<file path="src/rtl/tllik_pkg.sv">
// Shared types, constants and the CORDIC angle table for the leg IK block.
package tllik_pkg;

  localparam int CORDIC_STEPS_DEF = 16;
  localparam int LINK_W           = 15;
  localparam int POS_W            = 16;
  localparam int ANGLE_W          = 16;
  localparam int CFG_IDX_W        = 4;
  localparam int STEP_W           = 5;
  localparam logic [LINK_W-1:0] LINK_RESET = 15'd3277;

  // Long division and square root both take one quotient or root bit per step
  localparam logic [STEP_W-1:0] DIV_LAST  = 5'd30;
  localparam logic [STEP_W-1:0] ROOT_LAST = 5'd30;

  // Q2.30 angle constants
  localparam logic signed [35:0] ANG_HALF_PI  = 36'sd1686629713;
  localparam logic signed [35:0] ANG_THIRD_PI = 36'sd1124419809;

  // Configuration register indexes
  localparam logic [CFG_IDX_W-1:0] REG_UPPER_LINK = 4'd0;
  localparam logic [CFG_IDX_W-1:0] REG_LOWER_LINK = 4'd1;

  typedef enum logic [1:0] {
    ST_SOLVED  = 2'd0,
    ST_ZERO    = 2'd1,
    ST_UNREACH = 2'd2
  } solve_status_t;

  typedef enum logic [3:0] {
    OP_NOP,
    OP_LOAD,
    OP_MUL,
    OP_SETUP,
    OP_DIV_INIT,
    OP_DIV_STEP,
    OP_SQR,
    OP_ROOT_STEP,
    OP_ROT_INIT,
    OP_ROT_STEP,
    OP_ACCUM,
    OP_RESULT
  } dp_op_t;

  typedef struct packed {
    dp_op_t              op;
    logic [1:0]          sel;   // 0 knee ratio, 1 foot ratio, 2 hip ratio
    logic [STEP_W-1:0]   step;
    solve_status_t       code;
  } dp_cmd_t;

  typedef struct packed {
    logic same_height;
    logic zero_height;
    logic bad_ratio;
  } dp_stat_t;

  // atan(2^-i) in Q2.30, truncated
  function automatic logic [30:0] atan_q30(input logic [STEP_W-1:0] i);
    logic [30:0] v;
    case (i)
      5'd0:    v = 31'd843314856;
      5'd1:    v = 31'd497837829;
      5'd2:    v = 31'd263043836;
      5'd3:    v = 31'd133525158;
      5'd4:    v = 31'd67021686;
      5'd5:    v = 31'd33543515;
      5'd6:    v = 31'd16775850;
      5'd7:    v = 31'd8388437;
      5'd8:    v = 31'd4194282;
      5'd9:    v = 31'd2097149;
      5'd10:   v = 31'd1048575;
      5'd11:   v = 31'd524287;
      5'd12:   v = 31'd262143;
      5'd13:   v = 31'd131071;
      5'd14:   v = 31'd65535;
      5'd15:   v = 31'd32767;
      5'd16:   v = 31'd16383;
      5'd17:   v = 31'd8191;
      5'd18:   v = 31'd4095;
      5'd19:   v = 31'd2047;
      5'd20:   v = 31'd1023;
      5'd21:   v = 31'd511;
      5'd22:   v = 31'd255;
      5'd23:   v = 31'd127;
      default: v = 31'd0;
    endcase
    return v;
  endfunction

  // Q2.30 to Q4.12 with rounding and saturation
  function automatic logic [ANGLE_W-1:0] to_q412(input logic signed [35:0] a);
    logic signed [35:0] v;
    logic [ANGLE_W-1:0] r;
    v = (a + 36'sd131072) >>> 18;
    if (v > 36'sd32767) begin
      r = 16'h7FFF;
    end else if (v < -36'sd32768) begin
      r = 16'h8000;
    end else begin
      r = v[ANGLE_W-1:0];
    end
    return r;
  endfunction

endpackage

</file>
<file path="src/rtl/tllik_ctrl.sv">
// Controller: sequences the solve and owns both handshakes.
module tllik_ctrl import tllik_pkg::*; #(
  parameter int CORDIC_STEPS = CORDIC_STEPS_DEF
) (
  input  logic      clk,
  input  logic      rst,
  input  logic      in_valid,
  output logic      in_ready,
  output logic      out_valid,
  input  logic      out_ready,
  output dp_cmd_t   cmd,
  input  dp_stat_t  stat
);

  localparam logic [STEP_W-1:0] ROT_LAST = STEP_W'(CORDIC_STEPS - 1);

  typedef enum logic [3:0] {
    S_IDLE, S_PREP, S_SETUP, S_CHECK, S_DIV, S_SQR, S_ROOT, S_RINIT, S_ROT,
    S_ACCUM, S_FINISH
  } state_t;

  state_t             state;
  logic [1:0]         sel;
  logic [STEP_W-1:0]  cnt;
  solve_status_t      code;
  logic               in_xfer, slot_free;

  assign in_ready  = (state == S_IDLE);
  assign in_xfer   = in_valid && in_ready;
  assign slot_free = !out_valid || out_ready;

  // Command decode
  always_comb begin
    cmd.sel  = sel;
    cmd.step = cnt;
    cmd.code = code;
    case (state)
      S_IDLE:   cmd.op = in_xfer ? OP_LOAD : OP_NOP;
      S_PREP:   cmd.op = OP_MUL;
      S_SETUP:  cmd.op = OP_SETUP;
      S_CHECK:  cmd.op = OP_DIV_INIT;
      S_DIV:    cmd.op = OP_DIV_STEP;
      S_SQR:    cmd.op = OP_SQR;
      S_ROOT:   cmd.op = OP_ROOT_STEP;
      S_RINIT:  cmd.op = OP_ROT_INIT;
      S_ROT:    cmd.op = OP_ROT_STEP;
      S_ACCUM:  cmd.op = OP_ACCUM;
      S_FINISH: cmd.op = slot_free ? OP_RESULT : OP_NOP;
      default:  cmd.op = OP_NOP;
    endcase
  end

  // State, counters and the output valid flag
  always_ff @(posedge clk) begin
    if (rst) begin
      state     <= S_IDLE;
      sel       <= '0;
      cnt       <= '0;
      code      <= ST_SOLVED;
      out_valid <= 1'b0;
    end else begin
      // Raise valid on a new result, drop it after the transfer
      if (state == S_FINISH && slot_free) begin
        out_valid <= 1'b1;
      end else if (out_valid && out_ready) begin
        out_valid <= 1'b0;
      end
      case (state)
        S_IDLE: begin
          if (in_xfer && !stat.same_height) begin
            if (stat.zero_height) begin
              code  <= ST_ZERO;
              state <= S_FINISH;
            end else begin
              sel   <= '0;
              state <= S_PREP;
            end
          end
        end
        S_PREP:  state <= S_SETUP;
        S_SETUP: state <= S_CHECK;
        S_CHECK: begin
          cnt <= '0;
          if (stat.bad_ratio) begin
            code  <= ST_UNREACH;
            state <= S_FINISH;
          end else begin
            state <= S_DIV;
          end
        end
        S_DIV: begin
          cnt <= cnt + 1'b1;
          if (cnt == DIV_LAST) begin
            state <= S_SQR;
          end
        end
        S_SQR: begin
          cnt   <= '0;
          state <= S_ROOT;
        end
        S_ROOT: begin
          cnt <= cnt + 1'b1;
          if (cnt == ROOT_LAST) begin
            state <= S_RINIT;
          end
        end
        S_RINIT: begin
          cnt   <= '0;
          state <= S_ROT;
        end
        S_ROT: begin
          cnt <= cnt + 1'b1;
          if (cnt == ROT_LAST) begin
            state <= S_ACCUM;
          end
        end
        S_ACCUM: begin
          if (sel == 2'd2) begin
            code  <= ST_SOLVED;
            state <= S_FINISH;
          end else begin
            sel   <= sel + 1'b1;
            state <= S_SETUP;
          end
        end
        S_FINISH: begin
          if (slot_free) begin
            state <= S_IDLE;
          end
        end
        default: state <= S_IDLE;
      endcase
    end
  end

endmodule

</file>
<file path="config.mk">
export PLATFORM = sky130hd
export DESIGN_NAME = tllik_ctrl
export DESIGN_NICKNAME = d
export VERILOG_FILES = /design/src/rtl/tllik_pkg.sv /design/src/rtl/tllik_ctrl.sv
export SDC_FILE = /design/constraint.sdc
export NUM_CORES = 1
export LEC_CHECK = 0
export BUFFER_PORTS_ARGS = -buffer_cell sky130_fd_sc_hd__buf_2
export CAP_MARGIN = 0
export CORE_MARGIN = 1
export CORE_UTILIZATION = 41
export DETAILED_ROUTE_END_ITERATION = 10
export PLACE_DENSITY = 0.66
export RECOVER_POWER = 25
export SETUP_SLACK_MARGIN = 0.15
export SLEW_MARGIN = 20
export SYNTH_ARGS = -nofsm -noshare
export SYNTH_HDL_FRONTEND = slang
export SYNTH_SLANG_ARGS = --single-unit
</file>
<file path="constraint.sdc">
create_clock -name clk -period 2.3 [get_ports clk]
set_clock_uncertainty 0.05 [all_clocks]
set_input_delay 0 -clock clk [delete_from_list [all_inputs] [get_ports clk]]
set_output_delay 0 -clock clk [all_outputs]
set_load 0.05 [all_outputs]
</file>
# --- Yosys cells after proc, flatten, opt, wreduce, memory -nomap -nowiden ---
# Index checks and enable logic that the tools add are counted.
# W data, S select, Z words.
word_totals:
  elab_cells: 71
  regBits: 14
  in_bits: 7
op_classes:
  n_reduce_logical: 17
  n_mux: 24
  n_addsub: 2
  n_eq_ne: 23
ops:
  columns: ["operator", "n"]
  rows:
  - ["$pmux W4 S11", 2]
  - ["$mux W4", 9]
  - ["$eq A4 B3 Y1 const B", 4]
  - ["$ne A2 B2 Y1 const B", 8]
  - ["$mux W2", 7]
  - ["$eq A4 B4 Y1 const B", 3]
  - ["$pmux W5 S2", 1]
  - ["$reduce_and A5 Y1", 2]
  - ["$eq A4 B2 Y1 const B", 2]
  - ["$pmux W2 S3", 1]
  - ["$reduce_bool A2 Y1", 3]
  - ["$reduce_or A3 Y1", 2]
  - ["$add A5 B1 Y5 const B", 1]
  - ["$eq A5 B4 Y1 const B", 1]
  - ["$eq A5 B5 Y1 const B", 1]
  - ["$eq A4 B1 Y1 const B", 1]
  - ["$logic_and A1 B1 Y1", 4]
  - ["$logic_not A4 Y1", 1]
  - ["$ne A2 B1 Y1 const B", 2]
  - ["$pmux W2 S2", 1]
  - ["$reduce_and A4 Y1", 1]
  - ["$mux W1", 3]
  - ["$reduce_bool A3 Y1", 1]
  - ["$add A2 B1 Y2 const B", 1]
  - ["other kinds (3)", 4]

# --- Depth between registers and ports, before layout ---
depth:
  ltp_word: 5
  mapped_depth: 6
  ltp_nobuf: 6

# --- Worst setup path after synthesis ---
# Ideal clock, no wire load.
synth_timing:
  path_type: "reg-to-reg"
  from: "register state[3]"
  to: "register code[0]"
  path_buffers: 1
  arrival_ps: 2706
  path_stages_with_launch: 6
  synth_period_minus_slack_ps: 2815
  slack_ps: -515
  setup_ps: 59
  cell_sequence: "dfxtp_1 clkbuf_1 nor4_1 a31oi_1 nor3_1 o21a_1"
synth_between:
  elab_chain_cells: 5
  elab_cells_between_ends: 12
synth_rtl:
  columns: ["element", "line", "source"]
  rows:
  - ["from (decl)", "tllik_ctrl.sv:22", "state_t state;"]
  - ["from (signal assigned)", "tllik_ctrl.sv:56", "state <= S_IDLE;"]
  - ["from (signal assigned)", "tllik_ctrl.sv:73", "state <= S_FINISH;"]
  - ["from (signal assigned)", "tllik_ctrl.sv:76", "state <= S_PREP;"]
  - ["$logic_not A4 Y1 *", "tllik_ctrl.sv:28", "assign in_ready = (state == S_IDLE);"]
  - ["named net in_ready", "tllik_ctrl.sv:8", "output logic in_ready,"]
  - ["$logic_and A1 B1 Y1", "tllik_ctrl.sv:29", "assign in_xfer = in_valid && in_ready;"]
  - ["$logic_and A1 B1 Y1", "tllik_ctrl.sv:70", "if (in_xfer && !stat.same_height) begin"]
  - ["$ne A2 B1 Y1 (no line)", null, null]
  - ["$reduce_and A5 Y1 (no line)", null, null]
  - ["to (signal assigned)", "tllik_ctrl.sv:59", "code <= ST_SOLVED;"]
  - ["to (signal assigned)", "tllik_ctrl.sv:72", "code <= ST_ZERO;"]
  - ["to (signal assigned)", "tllik_ctrl.sv:85", "code <= ST_UNREACH;"]
  - ["to (decl)", "tllik_ctrl.sv:25", "solve_status_t code;"]
# The timed path passes the listed nets; every way through them passes the cells marked *.
# A chain may end at the register's enable or synchronous reset.

# --- Worst setup path after layout ---
layout_timing:
  from: "register state[1]"
  to: "register cnt[2]"
layout_between:
  elab_chain_cells: 3
  elab_cells_between_ends: 10
layout_rtl:
  columns: ["element", "line", "source"]
  rows:
  - ["$eq A4 B4 Y1, or another cell as far along", "tllik_ctrl.sv:68", "case (state)"]
  - ["$reduce_or A3 Y1 (no line)", null, null]
  - ["$pmux W5 S2 or $reduce_bool A2 Y1 (tied branches)", null, null]
  - ["to (signal assigned)", "tllik_ctrl.sv:92", "cnt <= cnt + 1'b1;"]
  - ["to (signal assigned)", "tllik_ctrl.sv:102", "cnt <= cnt + 1'b1;"]
  - ["to (signal assigned)", "tllik_ctrl.sv:112", "cnt <= cnt + 1'b1;"]
  - ["to (decl)", "tllik_ctrl.sv:24", "logic [STEP_W-1:0] cnt;"]
# Parallel ways exist; a longest one is shown, timed or not.

==> flow_summary.toml <==
[status]
status = "complete, no violations"

[logic_synthesis]
synth-seq-cells = 14
synth.net_count = 141
synth.area.top_cells = "dfxtp_1 (28%), a21oi_1 (5.1%), ha_1 (5.1%)"
synth_cells = 130
ys_types = 44
synth_top_area_share_pct = 28.28
mappedNetlistArea_sq_um = 991.0
synth_largest_area_cell = "dfxtp_1"
synth_edf_count = 0
yosysWarnings = 0
synth_seq_area_share_pct = 28.28
yosys_most_used_dff = "dfxtp_1"
yosysMostFrequentCell = "dfxtp_1"
syn_avg_cell_area_sq_um = 7.623
synth_commonest_cells = "dfxtp_1 (14), a21oi_1 (10), inv_1 (10)"
ys_async_sr_fraction_pct = 0

[detailed_routing]
routed-via-count = 1035
drc_errors = 0
dr.pass1.iters = 5
postRouteWirelength_um = 2392
routed_via_density = 5.881
drt.antenna.violating_nets = 0
met2_length_um = 1130
wl_per_cell_um = 13.59
highest_layer = "met4"
route.met3.wl_um = 129
first_iter_violations = 32
wl_met1_um = 1096

[power_and_ir_drop]
vdd_drop_max_uv = 548.1
p_leak_nw = 0.4318
power.density_nw_per_um2 = 1109

[sta]
slew_headroom_pct = 60.20
timing.fmax_mhz = 529.6
period_share_pct = 82.10
rsz0062_at_grt = "false"
drv_slew = 0
hold_violations = 0
tightest_slew_ns = 0.5996
tns_ns = 0
setup_violations = 0
layout_min_cycle_time_ns = 1.888

[setup_path]
end_kind = "flip-flop"
critPathKind = "reg2reg"
r2r_start = "state[1]"
worst-path-max-fanout = 12
ff2ff_setup_slack_ns = 0.41
cp_data_arrival_time_ns = 2.07
r2r-end = "cnt[2]"
r2r_cells = 5
start_kind = "flip-flop"
crit_required_ns = 2.49

[grt]
grt_overflow_total = 0
grt_pass1_wl_um = 4084
grt_start_max_net_pins = 23
track_usage_pct = 21.26
grt_pass1_vias = 926
antenna_found_initial = 0

[clock_tree]
root_buffer = "clkbuf_4"
tritoncts = "yes"
clkTransAtPathRegs_ns = 0.08
cts_made_buffers = 3
clk-insertion-delay-late_ns = 0.29
cts_resized = 0
ctsHoldBuffers = 0
cts_setup_buffers = 0
ctsHtreeMaxLevel = 1
cts_sinks = 14
clockBufferDepth = 2

[final_layout]
num_antenna_cells = 0
final.fill_count = 244
final_net_count = 161
syn_to_final_growth_pct = 14.27
fin_area_sq_um = 1132
drive_gt1_share_pct = 16.22

[floorplan]
dieHeight_um = 51.16
initial_core_util_pct = 43.95
io_pins = 22
rows = 17
dieArea_sq_um = 2617
core_area_sq_um = 2255
die_x_um = 51.16

[min_path]
hold_class = "in2reg"
hold_depth = 2
min_to = "out_valid"
hp-start = "rst"

[placement]
dpl_cell_area_sq_um = 1119
place_congestion = 0.8073
hpwl_um = 1734
io_buffers = 21

[flow_run]
cap_viol_max_count = 0
-- how the worst max path moves through the flow --
stage          startpoint       to  slack [ns]  cells past startpoint
6_report         state[1]   cnt[2]        0.41                      5
5_1_grt          state[1]   cnt[2]        0.29                      5
4_1_cts          state[1]   cnt[2]        0.42                      5
3_5_place_dp     state[1]   cnt[2]        0.45                      5
3_3_place_gp     state[2]   cnt[2]        0.49                      4
2_1_floorplan    state[3]  code[0]        0.15                      5
-- kinds of logic (layout without fill, tap and decap cells) --
kind of cell	count (synthesis)	in the layout	share of synthesized area, %
DFF	14	14	28.28
AOI/OAI and AO/OA	40	40	27.78
xor gates and xnor gates	1	1	0.8840
buffers and inverters	19	37	7.955
and+or+nand+nor	52	52	30.05
adders and majority gates	4	4	5.051
-- registers in the layout, indices dropped and copies added (netlist names) --
| register | cells |
|---|---|
| out_valid | 1 |
| cnt | 5 |
| state | 4 |
| code | 2 |
| sel | 2 |
-- metal layers --
metal | global-route usage [%] | vias up
li1 | - | 519
met1 | 28.34 | 484
met2 | 33.11 | 27
met3 | 4.464 | 5
met4 | 8.333 | 0
met5 | 0 | -
-- worst max-delay path, stage by stage, from the launching register on --
cell and delay, ns:
dfxtp_1 0.42, buf_4 0.22, or2_2 0.33, a31oi_1 0.28
or4b_1 0.46, nand2_1 0.07
-- placed cells by master, fill, tap and decap left out, types with 2 or more instances in the layout --
master / synthesis / final
a21oi_1: 10 / 10
a22oi_1: 3 / 3
a31oi_1: 5 / 5
and3_1: 2 / 2
buf_2: 0 / 14
buf_4: 0 / 3
clkbuf_1: 8 / 7
clkbuf_4: 0 / 3
dfxtp_1: 14 / 14
ha_1: 4 / 4
inv_1: 10 / 10
nand2_1: 8 / 8
nand2b_1: 8 / 8
nand3_1: 3 / 3
nand3b_1: 3 / 3
nand4_1: 2 / 2
nor2_1: 8 / 8
nor3_1: 4 / 4
nor3b_1: 2 / 2
o2111ai_1: 2 / 2
o21a_1: 2 / 2
o21ai_0: 3 / 3
o22ai_1: 3 / 3
or3_1: 2 / 2
-- power by group --
part,switching [W],internal (W)
clock network,0.0000849,0.0000610
logic,0.000544,0.000252
registers,0.0000365,0.000277
total,0.000665,0.000590
-- stage by stage --
step | worst slack [ns] | total power, W | utilization [%] | hold slack (ns) | cells
detailed placement | 0.4476 | 0.001112 | 49.61 | 0.2999 | 173
finish | 0.4118 | 0.001256 | 50.22 | 0.006369 | 176
global route | 0.2947 | 0.001343 | 50.22 | 0.03163 | 176
floorplan | 0.1545 | 0.0009489 | - | 0.1263 | 130
global placement | 0.4883 | 0.001109 | 49.61 | 0.3009 | 173
CTS | 0.4245 | 0.001259 | 50.61 | 0.003536 | 176
-- layout make-up --
cell class / instances / area, sq um / share of cell area (%)
Multi-Input combinational cell: 97 / 638.1 / 56.35
Tap cell: 28 / 35.03 / 3.094
Clock buffer: 3 / 22.52 / 1.989
Inverter: 10 / 37.54 / 3.315
Sequential cell: 14 / 280.3 / 24.75
Timing Repair Buffer: 24 / 118.9 / 10.50
(Power assumes the default switching activity.)
